### config.mk
export PLATFORM = sky130hd
export DESIGN_NAME = pcm_queue
export DESIGN_NICKNAME = d
export VERILOG_FILES = /design/src/hdl/pcm_pkg.sv /design/src/hdl/pcm_queue.sv
export SDC_FILE = /design/constraint.sdc
export NUM_CORES = 1
export LEC_CHECK = 0
export BUFFER_PORTS_ARGS = -buffer_cell sky130_fd_sc_hd__buf_2
export CORE_MARGIN = 2
export CORE_UTILIZATION = 45
export DETAILED_ROUTE_END_ITERATION = 16
export GPL_ROUTABILITY_DRIVEN = 0
export PLACE_DENSITY = 0.67
export SLEW_MARGIN = 20
export SYNTH_ARGS = -nofsm -noshare
export SYNTH_HDL_FRONTEND = slang
export SYNTH_SLANG_ARGS = --single-unit
### constraint.sdc
create_clock -name clk -period 3.7 [get_ports clk]
set_input_delay 0.555 -clock clk [delete_from_list [all_inputs] [get_ports clk]]
set_output_delay 0.555 -clock clk [all_outputs]
set_load 0.02 [all_outputs]
### src/hdl/pcm_pkg.sv
// Types, constants and codes shared by the pseudocolor mapper modules.
package pcm_pkg;

	localparam int PCM_TABLE_ENTRIES = 256;
	localparam int MAX_COLUMNS       = 4096;
	localparam int MAX_ROWS          = 4096;
	localparam int MAX_SCALE         = 8;
	localparam int QDEPTH            = 8;

	localparam int POS_W   = 12;
	localparam int SIZE_W  = 13;
	localparam int SCALE_W = 4;
	localparam int SUB_W   = 3;
	localparam int COORD_W = 15;
	localparam int RGB_W   = 24;

	localparam logic [7:0] GRAY_LEVEL = 8'd30;

	typedef enum logic {
		OP_MAP   = 1'b0,
		OP_TABLE = 1'b1
	} op_t;

	// configuration register indexes
	localparam logic [7:0] CFG_MIN_VALUE  = 8'd0;
	localparam logic [7:0] CFG_RECIP      = 8'd1;
	localparam logic [7:0] CFG_FILL_MARK  = 8'd2;
	localparam logic [7:0] CFG_FILL_TOL   = 8'd3;
	localparam logic [7:0] CFG_MAG_LIMIT  = 8'd4;
	localparam logic [7:0] CFG_SCALE      = 8'd5;
	localparam logic [7:0] CFG_COLUMNS    = 8'd6;
	localparam logic [7:0] CFG_ROWS       = 8'd7;

	// effective configuration (sizes and scale already clamped)
	typedef struct packed {
		logic [31:0]        min_value;
		logic [31:0]        recip;
		logic [31:0]        fill_mark;
		logic [31:0]        fill_tol;
		logic [30:0]        mag_limit;
		logic [SCALE_W-1:0] scale;
		logic [SIZE_W-1:0]  ncols;
		logic [SIZE_W-1:0]  nrows;
	} cfg_t;

	typedef struct packed {
		op_t         op;
		logic [31:0] sample;
		logic        nan;
		logic [7:0]  tindex;
		logic [23:0] tcolor;
	} in_item_t;

	// one classified sample waiting for replication
	typedef struct packed {
		logic             missing;
		logic [RGB_W-1:0] rgb;
	} q_item_t;

	typedef struct packed {
		logic [7:0]         red;
		logic [7:0]         green;
		logic [7:0]         blue;
		logic [COORD_W-1:0] x;
		logic [COORD_W-1:0] y;
		logic               missing;
		logic               last;
	} pixel_t;

endpackage

### src/hdl/pcm_queue.sv
// Small FIFO between the front end and the pixel replicator.
module pcm_queue import pcm_pkg::*; (
	input  logic    clk,
	input  logic    arst_n,
	input  logic    push,
	input  q_item_t push_item,
	input  logic    pop,
	output logic    q_valid,
	output q_item_t q_item
);

	localparam int PW = $clog2(QDEPTH);
	localparam int CW = $clog2(QDEPTH + 1);

	q_item_t       ent_q [QDEPTH];
	logic [PW-1:0] wr_ptr_q;
	logic [PW-1:0] rd_ptr_q;
	logic [CW-1:0] cnt_q;

	assign q_valid = (cnt_q != '0);
	assign q_item  = ent_q[rd_ptr_q];

	always_ff @(posedge clk) begin
		if (push) begin
			ent_q[wr_ptr_q] <= push_item;
		end
	end

	always_ff @(posedge clk or negedge arst_n) begin
		if (!arst_n) begin
			wr_ptr_q <= '0;
			rd_ptr_q <= '0;
			cnt_q    <= '0;
		end else begin
			if (push) begin
				wr_ptr_q <= wr_ptr_q + PW'(1);
			end
			if (pop) begin
				rd_ptr_q <= rd_ptr_q + PW'(1);
			end
			case ({push, pop})
				2'b10:   cnt_q <= cnt_q + CW'(1);
				2'b01:   cnt_q <= cnt_q - CW'(1);
				default: cnt_q <= cnt_q;
			endcase
		end
	end

endmodule

After elaboration in Yosys (flattened, before gate mapping)
Memory sizes are Yosys's and may differ from the RTL's. Cells that the tools add are included.

Flip-flop bits (word level): 10. RAM bits: 200. Input port bits: 29. Memories kept: 1.

$add $sub $neg: 4. Equality and inequality tests: 2. Muxes and demuxes: 3. Reductions and logical operators: 2.

Memories: ent_q (depth 8, bits a word 25, read ports 1, clocked after memory_dff 0, write ports 1, line pcm_queue.sv:15) `q_item_t ent_q [QDEPTH];`.

Operators by type and width (count): $pmux W4 S2 (1); $add A3 B1 Y3 const B (2); $add A4 B1 Y4 const B (1); $reduce_bool A4 Y1 (1); $sub A4 B1 Y4 const B (1); $eq A2 B1 Y1 const B (1); $eq A2 B2 Y1 const B (1); $mux W1 (2); $reduce_bool A2 Y1 (1).

Logic depth before layout (Yosys ltp)
Depth in word-level cells: 2. Mapped depth: 8. Mapped depth without buffers: 8.

Worst setup path after synthesis
No wires, ideal clock.

Path kind: input-to-reg. Start point: input push. End point: memory ent_q[0][0] (netlist bit) (enable). Library setup time: 0.438 ns. Data arrival time: 2.386 ns. Required time: 3.262 ns. Path slack: 0.876 ns. Stages on the path: 2. Cells stage by stage: nand2b_1 -> nor3_1.

Word-level cells in the longest chain between the ends: 2.

Ends and longest elaborated chain: from (decl) (line pcm_queue.sv:5) `input logic push,`; $mux W1 (line pcm_queue.sv:24) `if (push) begin`; $mux W1 (implied by the code) (line pcm_queue.sv:25) `ent_q[wr_ptr_q] <= push_item;`; to (decl) (line pcm_queue.sv:15).

No other way between the ends.

==> results.md <==
- CTS tree: yes
- Slowest cell on the critical path: mux4_1
- Worst path depth: 4
- Async S/R FF share, synth: 0.04762
- FP Rows: 49
- Total power: 7.433 mW
- Cell variety after synth: 23
- Setup-failing EPs final: 0
- Hold Crit Class: in -> reg
- Max cap viols: 0
- Required @ worst endpoint: ~3.1 ns
- Clock power share: 0.276
- Part of the power in combinational logic: 0.300
- Largest stage delay on the critical path: 0.63 ns
- Tightest Pin Transition: 0.9969 ns
- Hold depth: 1
- Vias in the first global route: 3861
- Final Hold Viols: 0
- Setup repair bufs after CTS: 0
- Yosys reg bits: 210
- Tot GR Track Use: 0.1541
- Vias: 3643
- Worst-Skew Late Latency: 0.49 ns
- Die ar.: 19450 sq um
- P&R area growth vs syn: 15.24%
- # DRC: 0
- Leak pwr: about 3.3 nW
- Switching part of the total: 0.2988
- CP cell instances: buf_4 > mux4_1 > mux2_2 > buf_2
- Core area: 17960 sq um
- Antenna diodes: 0
- Largest delay contributor family on the critical path: multiplexers
- Multi-input gate area: 1949 sq um
- Final Core Density: 0.5297
- Net count after synthesis: 377
- RSZ-0062 raised after global routing: false
- Routed vias/inst: about 5.5
- Post-synth EDFFs: 200
- Count leader, synth: edfxtp_1
- Fmax: 0.3401 GHz
- Worst path bufs/invs: 2
- Slew Limit Fails: 0
- Antenna violations before repair: 1
- Post-synthesis sequential area ratio: 0.7577
- Mapped cell area: 8257 sq um
- Fraction of layout cells with a size suffix above 1: 0.3061
- Top area cells in the synthesized netlist: edfxtp_1 (73%), mux4_1 (16%), mux2_2 (3.8%)
- Root Driver: clkbuf_16
- DRT iter0 DRCs: between 200 and 250
- Detail Route Antenna Nets: 0
- Crit path DAT: about 2.4 ns
- Status: completed
- CTS sink count: 210
- Longest Clk Path Bufs: 3
- VDD IR max: 393.2 uV
- Synth Warn #: 0
- Reg area: 6259 sq um
- Die H: 139.5 um
- Port bufs: 54
- First-pass DRT Iterations: 4
- Worst Setup Path Type: reg -> out
- Clock Skew: about 0.007 ns
- Post-cts repair resize count: 0
- Worst-path clk slew: 0.06 ns
- Top post-synthesis cells by count: edfxtp_1 (200), mux4_1 (49), mux2_2 (28), dfrtp_1 (10)
- Final worst-path cycle share: 0.7946
- Crit-path max FO: 28
- Final Critical Period: 2.940 ns
- Syn_area_per_cell: 24.07 sq um
- Wirelength per Cell: around 22 um
- P_int: between 5 and 6 mW
- Syn Inst Count: 343
- Psw: between 2 and 2.5 mW
- CP Capture Type: primary output
- Seq pwr share: 0.425
- Most used DFF post-synth: edfxtp_1
- Hold Buf Count CTS: 1
- I/O pin count: 55
- Largest net degree at the start of global routing: 53
- Detailed Route WL: roughly 15000 um
- H-tree depth: 1
- TritonCTS Buffers: 22
- Global-route wire length before repair: 22690 um
- FILL cells: 1397
- Final setup TNS: 0 ns
- Width of the chip: 139.5 um
- Yosys top cell by area: edfxtp_1
- Relative slew margins: 0.3339
- Gr ovfl total: 0
- Nets: 447
- PD cells: 781.1 nW/um^2
- FF-to-FF path depth: 2
- DP HPWL: 7807 um
- Crit path launch type: flop
- Initial Utilization: 0.4596
- Synth top area share: 0.7274
- Hold slack: between 0.3 and 0.4 ns
==> placed cells by master, fill, tap and decap left out, drive strengths merged <==
master	synthesis	final
a21oi	2	2
a31oi	1	1
buf	8	60
bufinv	0	1
clkbuf	7	25
clkinv	0	12
dfrtp	10	10
dlygate4sd3	0	1
edfxtp	200	200
ha	5	5
inv	1	2
mux2	28	28
mux4	50	50
nand2	4	4
nand2b	3	3
nor2	7	7
nor2b	3	3
nor3	2	2
o32ai	1	1
or3	1	1
or4	1	1
xnor2	3	3
xor2	6	6
==> power groups by stage <==
stage,registers [mW],clock network [mW],logic (mW)
after floorplan,3.13,0,1.67
after global placement,3.18,0,2.24
after detailed placement,3.21,0,2.28
after CTS,3.16,2.09,2.29
after global routing,3.19,2.18,2.40
final,3.16,2.05,2.23
==> through the flow <==
step                      setup WS [ns]  area, sq um  instances
final                            0.7599         9515        657
after global routing             0.6841         9515        657
after CTS                        0.7503         9515        657
after detailed placement          1.288         8826        617
after global placement            1.309         8826        617
after floorplan                  0.8761         8257        343
==> per-layer routing <==
| metal | GRT usage | wire, um | vias up | part of all wire |
|---|---|---|---|---|
| met5 | 0 | 13 | - | 0.00088 |
| met2 | 0.2637 | 7513 | 68 | 0.51 |
| met4 | 0.04306 | 360 | 2 | 0.024 |
| met3 | 0.02891 | 501 | 26 | 0.034 |
| li1 | - | - | 1624 | - |
| met1 | 0.2044 | 6337 | 1923 | 0.43 |
==> final timing paths <==
check                                             start                       to  slack, ns
min in group asynchronous                        arst_n     cnt_q[0]$_DFFE_PN0P_       0.45
worst max register to register  wr_ptr_q[0]$_DFFE_PN0P_    ent_q[4][4]$_DFFE_PP_       1.76
worst min register to register     cnt_q[3]$_DFFE_PN0P_     cnt_q[3]$_DFFE_PN0P_       0.46
worst max-delay path            rd_ptr_q[0]$_DFFE_PN0P_               q_item[19]       0.76
max in group asynchronous                        arst_n  rd_ptr_q[1]$_DFFE_PN0P_       3.03
worst min-delay path                       push_item[5]    ent_q[0][5]$_DFFE_PP_       0.32
==> state kept, by name, summed over array words and instances, names as in the netlist <==
register / flops
ent_q: 200
wr_ptr_q: 3
rd_ptr_q: 3
cnt_q: 4
==> area by class of cell <==
type	instances	share of cell area
repair buffers	61	0.03550
inverters	1	0.0003945
multi-input cells	117	0.2049
well taps	229	0.03011
flip-flops and latches	210	0.6577
clock inverters	14	0.01012
clock buffers	25	0.06128
==> logic make-up (layout without fill, tap and decap cells) <==
group           after synthesis  after routing  synth area share
simple gates                 21             21           0.01243
buf+inv                      16            101           0.01288
compound gates                4              4          0.003031
xor+xnor                      9              9          0.009547
flops                       210            210            0.7577
fa+ha+maj                     5              5          0.007577
mux                          78             78            0.1968
(Power assumes the default switching activity.)
