`config.mk`:
```
export PLATFORM = sky130hd
export DESIGN_NAME = pcm_back
export DESIGN_NICKNAME = d
export VERILOG_FILES = /design/src/hdl/pcm_pkg.sv /design/src/hdl/pcm_back.sv
export SDC_FILE = /design/constraint.sdc
export NUM_CORES = 1
export LEC_CHECK = 0
export ABC_CLOCK_PERIOD_IN_PS = 8800
export CAP_MARGIN = 20
export CORE_MARGIN = 10
export CORE_UTILIZATION = 31
export CTS_CLUSTER_SIZE = 30
export DETAILED_ROUTE_END_ITERATION = 16
export DONT_BUFFER_PORTS = 1
export PLACE_DENSITY = 0.43
export SYNTH_ARGS = -nofsm -noshare
export SYNTH_HDL_FRONTEND = slang
export SYNTH_SLANG_ARGS = --single-unit
```
`constraint.sdc`:
```
create_clock -name clk -period 8.8 [get_ports clk]
set_input_delay 1.76 -clock clk [delete_from_list [all_inputs] [get_ports clk]]
set_output_delay 1.76 -clock clk [all_outputs]
set_load 0.01 [all_outputs]
```
`src/hdl/pcm_pkg.sv`:
```
// Types, constants and codes shared by the pseudocolor mapper modules.
package pcm_pkg;

	localparam int PCM_TABLE_ENTRIES = 256;
	localparam int MAX_COLUMNS       = 4096;
	localparam int MAX_ROWS          = 4096;
	localparam int MAX_SCALE         = 8;
	localparam int QDEPTH            = 8;

	localparam int POS_W   = 12;
	localparam int SIZE_W  = 13;
	localparam int SCALE_W = 4;
	localparam int SUB_W   = 3;
	localparam int COORD_W = 15;
	localparam int RGB_W   = 24;

	localparam logic [7:0] GRAY_LEVEL = 8'd30;

	typedef enum logic {
		OP_MAP   = 1'b0,
		OP_TABLE = 1'b1
	} op_t;

	// configuration register indexes
	localparam logic [7:0] CFG_MIN_VALUE  = 8'd0;
	localparam logic [7:0] CFG_RECIP      = 8'd1;
	localparam logic [7:0] CFG_FILL_MARK  = 8'd2;
	localparam logic [7:0] CFG_FILL_TOL   = 8'd3;
	localparam logic [7:0] CFG_MAG_LIMIT  = 8'd4;
	localparam logic [7:0] CFG_SCALE      = 8'd5;
	localparam logic [7:0] CFG_COLUMNS    = 8'd6;
	localparam logic [7:0] CFG_ROWS       = 8'd7;

	// effective configuration (sizes and scale already clamped)
	typedef struct packed {
		logic [31:0]        min_value;
		logic [31:0]        recip;
		logic [31:0]        fill_mark;
		logic [31:0]        fill_tol;
		logic [30:0]        mag_limit;
		logic [SCALE_W-1:0] scale;
		logic [SIZE_W-1:0]  ncols;
		logic [SIZE_W-1:0]  nrows;
	} cfg_t;

	typedef struct packed {
		op_t         op;
		logic [31:0] sample;
		logic        nan;
		logic [7:0]  tindex;
		logic [23:0] tcolor;
	} in_item_t;

	// one classified sample waiting for replication
	typedef struct packed {
		logic             missing;
		logic [RGB_W-1:0] rgb;
	} q_item_t;

	typedef struct packed {
		logic [7:0]         red;
		logic [7:0]         green;
		logic [7:0]         blue;
		logic [COORD_W-1:0] x;
		logic [COORD_W-1:0] y;
		logic               missing;
		logic               last;
	} pixel_t;

endpackage

```
`src/hdl/pcm_back.sv`:
```
// Back end: replicates each sample into a scale x scale block and tracks display position.
module pcm_back import pcm_pkg::*; (
	input  logic    clk,
	input  logic    arst_n,
	input  cfg_t    cfg,
	input  logic    q_valid,
	input  q_item_t q_item,
	output logic    pop,
	output logic    out_valid,
	input  logic    out_ready,
	output pixel_t  out_pix
);

	logic               ov_q;
	logic               last_q;
	logic               missing_q;
	logic [RGB_W-1:0]   rgb_q;
	logic [COORD_W-1:0] x_q;
	logic [COORD_W-1:0] y_q;
	logic [COORD_W-1:0] base_x_q;
	logic [SUB_W-1:0]   sx_q;
	logic [SUB_W-1:0]   sy_q;
	logic [POS_W-1:0]   col_q;
	logic [POS_W-1:0]   row_q;

	logic [SUB_W-1:0]   scale_m1;
	logic               blk_done;
	logic               step;
	logic [SUB_W-1:0]   nsx;
	logic [SUB_W-1:0]   nsy;
	logic [15:0]        bx;
	logic [15:0]        by;
	logic [POS_W-1:0]   col_inc;
	logic [POS_W-1:0]   row_inc;
	logic               col_wrap;
	logic               row_wrap;

	assign scale_m1 = SUB_W'(cfg.scale - SCALE_W'(1));
	assign blk_done = ov_q && out_ready && last_q;
	assign pop      = q_valid && (!ov_q || blk_done);
	assign step     = ov_q && out_ready && !last_q;

	// next sub-pixel inside the block
	always_comb begin
		if (sx_q == scale_m1) begin
			nsx = '0;
			nsy = sy_q + SUB_W'(1);
		end else begin
			nsx = sx_q + SUB_W'(1);
			nsy = sy_q;
		end
	end

	assign bx = 16'(col_q) * 16'(cfg.scale);
	assign by = 16'(row_q) * 16'(cfg.scale);

	assign col_inc  = col_q + POS_W'(1);
	assign row_inc  = row_q + POS_W'(1);
	assign col_wrap = ({1'b0, col_inc} >= cfg.ncols) || (col_inc == '0);
	assign row_wrap = ({1'b0, row_inc} >= cfg.nrows) || (row_inc == '0);

	always_ff @(posedge clk or negedge arst_n) begin
		if (!arst_n) begin
			ov_q  <= 1'b0;
			col_q <= '0;
			row_q <= '0;
		end else begin
			if (pop) begin
				ov_q <= 1'b1;
				if (col_wrap) begin
					col_q <= '0;
					row_q <= row_wrap ? '0 : row_inc;
				end else begin
					col_q <= col_inc;
				end
			end else if (blk_done) begin
				ov_q <= 1'b0;
			end
		end
	end

	always_ff @(posedge clk) begin
		if (pop) begin
			rgb_q     <= q_item.rgb;
			missing_q <= q_item.missing;
			sx_q      <= '0;
			sy_q      <= '0;
			last_q    <= (scale_m1 == '0);
			x_q       <= bx[COORD_W-1:0];
			base_x_q  <= bx[COORD_W-1:0];
			y_q       <= by[COORD_W-1:0];
		end else if (step) begin
			sx_q   <= nsx;
			sy_q   <= nsy;
			last_q <= (nsx == scale_m1) && (nsy == scale_m1);
			if (sx_q == scale_m1) begin
				x_q <= base_x_q;
				y_q <= y_q + COORD_W'(1);
			end else begin
				x_q <= x_q + COORD_W'(1);
			end
		end
	end

	assign out_valid       = ov_q;
	assign out_pix.red     = rgb_q[23:16];
	assign out_pix.green   = rgb_q[15:8];
	assign out_pix.blue    = rgb_q[7:0];
	assign out_pix.x       = x_q;
	assign out_pix.y       = y_q;
	assign out_pix.missing = missing_q;
	assign out_pix.last    = last_q;

endmodule

```
* Yosys cells after proc, flatten, opt, wreduce, memory -nomap -nowiden
Index checks and enable logic that the tools add are counted.
** Cells by class
- Add/subtract/negate cells :: 7
- Multipliers :: 2
- $lt $le $gt $ge :: 2
- Eq/ne operators :: 3
- Multiplexer cells :: 14
- Reductions and logical operators :: 18
** Operator list (number)
- 15-bit 2-to-1 mux :: 6
- 15-bit by 1-bit adder with 15-bit output (second input constant) :: 2
- 12-bit by 4-bit multiplier with 15-bit output :: 2
- 12-bit by 13-bit greater-or-equal comparator with 1-bit output :: 2
- 12-bit by 1-bit adder with 12-bit output (second input constant) :: 2
- 12-bit logical NOT :: 2
- 12-bit 2-to-1 mux :: 2
- 3-bit equality test :: 3
- 3-bit by 1-bit adder with 3-bit output (second input constant) :: 2
- 3-bit 2-to-1 mux :: 2
- 2-bit nonzero test :: 3
- 1-bit logical AND :: 5
- 1-bit 2-to-1 mux :: 4
- 2-bit AND reduction :: 2
- 3-bit logical NOT :: 1
- 1-bit logical OR :: 3
- 3-bit by 1-bit subtractor with 3-bit output (second input constant) :: 1
- 1-bit logical NOT :: 2
** Storage, ports and cells
- Register bits :: 102
- Word-level logic and storage cells :: 57

* Longest topological paths before layout
- Depth after elaboration :: 7
- Gate-level depth with buffers :: 15
- Mapped depth without buffers :: 14

* Least setup slack after synthesis
No wires, ideal clock.
- Path kind :: input to output
- From :: in out_ready
- To :: out pop
- Data arrival time :: 3.675 ns
- Data required time :: 7.040 ns
- Slack :: 3.365 ns
- Cell stages on the path :: 5
- Path buffers :: 2
- Cell sequence :: a21boi_0 nand2b_1 clkbuf_1 inv_2 buf_1
** On the way
- Cells in the longest elaborated chain, start to end :: 4
** Ends and longest elaborated chain
- from (decl) :: line pcm_back.sv:10 : input logic out_ready,
- 1-bit logical AND (2 in series) :: line pcm_back.sv:39 : assign blk_done = ov_q && out_ready && last_q;
- 1-bit logical OR :: line pcm_back.sv:40 : assign pop = q_valid && (!ov_q || blk_done);
- 1-bit logical AND :: line pcm_back.sv:40
- to (decl) :: line pcm_back.sv:8 : output logic pop,
No other way between the ends.

* Worst setup path after layout
- From :: in cfg[29] in the netlist's numbering
- To :: reg x_q[14], data pin
** On the way
- Cells in the longest elaborated chain, start to end :: 2
** Ends and longest elaborated chain
- from (decl) :: line pcm_back.sv:5 : input cfg_t cfg,
- 12-bit by 4-bit multiplier with 15-bit output :: line pcm_back.sv:54 : assign bx = 16'(col_q) * 16'(cfg.scale);
- via bx[14] :: line pcm_back.sv:31 : logic [15:0] bx;
- 15-bit 2-to-1 mux :: line pcm_back.sv:83 : if (pop) begin
- to (signal assigned) :: line pcm_back.sv:89 : x_q <= bx[COORD_W-1:0];
- to (signal assigned) :: line pcm_back.sv:97 : x_q <= base_x_q;
- to (signal assigned) :: line pcm_back.sv:100 : x_q <= x_q + COORD_W'(1);
- to (decl) :: line pcm_back.sv:18 : logic [COORD_W-1:0] x_q;
The timed path passes the listed nets, and every way through them passes these cells.
A chain may end at the register's enable or synchronous reset.

==> summary.txt <==
Power Density -> 236 nW/um2
Critical Path Sink -> x_q[14]
Tightest Pin Transition -> 0.763 ns
CTS Buf Count -> 9
Detailed Place HPWL -> 15,700 um
busiest grt layer -> met1
period utilization -> 0.572
placed inst area -> 8980 um2
CP Buf/Inv Count -> 2
layout cells sized above 1 -> 0.0456
Syn Nets -> 1,277
Reg-to-Reg End -> x_q[14]
number of port buffers -> 0
clk_lat worst skew -> 0.37 ns
initial DRC count -> 374
DRC errors left -> 0
fin. max-slew vios -> 0
Core Area -> 27,700 um2
Critical Path Start Type -> input pin
GRT Util Overall -> 0.120
Leak -> 0.00401 uW
Util after Layout -> 0.336
WP data required -> 8.92 ns
Max Fclk -> 199 MHz
fin area -> 9300 um2
largest area contributor in the netlist -> edfxtp_1
Peak VDD IR -> 0.106 mV
fin crit period -> 5.03 ns
net count reported at finish -> 1,244
Post-synth EDFFs -> 71
Overflow after GRT -> 0
syn_area_per_cell -> 9.17 um2
TritonCTS clock tree -> built
Critical Path End Type -> flip-flop
post-synth cell types -> 75
Root Driver -> clkbuf_16
met3 Resource Use GR -> 0.0304
vias per cell -> 4.75
routed vias -> 6,173
final hold violations -> 0
Die Area -> 35,200 um2
final setup vio count -> 0
Crit path max-delay family -> compound AO/OA/AOI/OAI gates
crit path cell chain -> and2_1, fa_1, inv_1, fa_1, inv_1, ha_1, nor2b_1, o31a_1, o41ai_1, o21ai_0, o41a_1, xnor2_1, a21o_1
r2r startpoint -> col_q[2]
Seq/Total Area, Yosys -> 0.331
clock buffer depth -> 2
Max-slew headroom -> 0.491
Avg WL per Cell -> 16.1 um
vias in the first global route -> 6,340
wirelength, routed -> 20,900 um
hold buffers post-CTS -> 0
post_cts resized -> 0
ys async rst share -> 0.245
CP Depth -> 13
post-CTS setup buffer count -> 0
top cells by area, synth -> edfxtp_1 25%, ha_1 10%, fa_1 9.2%
synthesized flop and latch total -> 102
first-pass GRT wire length -> 34,900 um
Synth Flop Type -> edfxtp_1
Worst-path clk slew -> 0.09 ns
Synth top area share -> 0.245
maxcap violations -> 0
largest net degree at the start of global routing -> 66
Clock Skews -> 0.0180 ns
# rows -> 61
unrepaired setup endpoints after global routing -> no
Starting Density -> 0.314
Non-Filler Instances -> 1,299
Worst path max stage delay -> 0.53 ns
H-tree levels -> 3
M1 GR Usage -> 0.176
met2 Usage GRT -> 0.170
Mapped Area -> 8700 um2
synthesized instance count -> 949
initial antenna violation count -> 0
crit path launch -> cfg[29]
# placed instances -> 1,283
R2R depth -> 13
Crit-path slowest cell -> fa_1
most frequent cells in the layout -> 120 x nand2_1, 112 x inv_1, 71 x edfxtp_1
Clock Sink Count -> 102
Die H -> 188 um
outcome -> complete, no violations
CP Data Arrival Time -> 5.16 ns
Min Hold Slack -> 0.486 ns
Worst Hold Class -> reg2reg
area grow syn2layout -> 6.93%
RePlAce Congestion -> 0.771
ant diodes -> 0
Final ANT Viol Nets -> 0
critical path type -> in2reg
most common cell after layout, fill and taps aside -> nand2_1
DR pass1 iterations -> 4
YS warnings -> 0
Die W -> 188 um
crit-path max FO -> 24
TNS Setup -> 0 ns
IO Count -> 276
r2r setup slk -> 4.53 ns
[synth_stat cells (13+ instances only)]
master / n
a21oi_1: 17
and2_1: 59
and3_1: 14
clkbuf_1: 33
dfrtp_1: 25
edfxtp_1: 71
fa_1: 40
ha_1: 70
inv_1: 112
nand2_1: 120
nand3_1: 32
nor2_1: 45
nor3_1: 13
o21ai_0: 60
xnor2_1: 46
xor2_1: 23
[kinds of logic (layout without fill, tap and decap cells)]
logic type | after synthesis | after routing | share of synthesized area
compound gates | 163 | 163 | 0.127
xor+xnor | 71 | 71 | 0.0732
fa+ha+maj | 110 | 110 | 0.193
buf+inv | 161 | 133 | 0.0745
flops | 102 | 102 | 0.331
mux | 9 | 9 | 0.0105
simple gates | 333 | 333 | 0.191
[metrics by stage]
step	setup slack, ns	total power, uW
detailed placement	3.38	1780
floorplan	3.37	1550
global placement	3.34	1770
global route	3.45	2420
finish	3.77	2190
CTS	3.77	2230
[how the worst min path moves through the flow]
stage,cells past startpoint,slack [ns],endpoint,start
3_5_place_dp,2,0.48,sx_q[1],sx_q[1]
3_3_place_gp,2,0.48,sx_q[1],sx_q[1]
4_1_cts,2,0.49,sx_q[1],sx_q[1]
6_report,2,0.49,sx_q[1],sx_q[1]
2_1_floorplan,2,0.46,sx_q[1],sx_q[1]
5_1_grt,2,0.51,sx_q[1],sx_q[1]
[registers in the layout, indices dropped and copies added, names as in the netlist]
| signal | count |
|---|---|
| y_q | 15 |
| rgb_q | 24 |
| col_q | 12 |
| x_q | 15 |
| sy_q | 3 |
| last_q | 1 |
| base_x_q | 15 |
| missing_q | 1 |
| row_q | 12 |
| sx_q | 3 |
| out_valid | 1 |
[power by group]
group	internal, uW	total (uW)	switching, uW
Clock	209	441	232
Sequential	644	818	174
Combinational	408	933	526
Total	1260	2190	931
[worst min-delay path: stages (launching register included)]
cell     delay [ns]
dfxtp_1        0.33
nand3_1        0.07
nand2_1        0.04
[routing by layer]
| metal | share of wire | up-vias | wire length (um) |
|---|---|---|---|
| met2 | 0.40 | 136 | 8260 |
| met3 | 0.058 | 10 | 1200 |
| met1 | 0.54 | 2872 | 11200 |
| li1 | - | 3155 | - |
| met4 | 0.0098 | 0 | 204 |
| met5 | 0 | - | 0 |
[final cells by class]
type                    instances  area, um2
flip-flops and latches        102       2880
well taps                     378        473
clock buffers                   9        225
fillers                      2900      18400
clock inverters                 7       96.3
multi-input cells             686       5180
inverters                     113        424
repair buffers                  4       30.0
No activity file was read; power rests on OpenSTA's default activity.
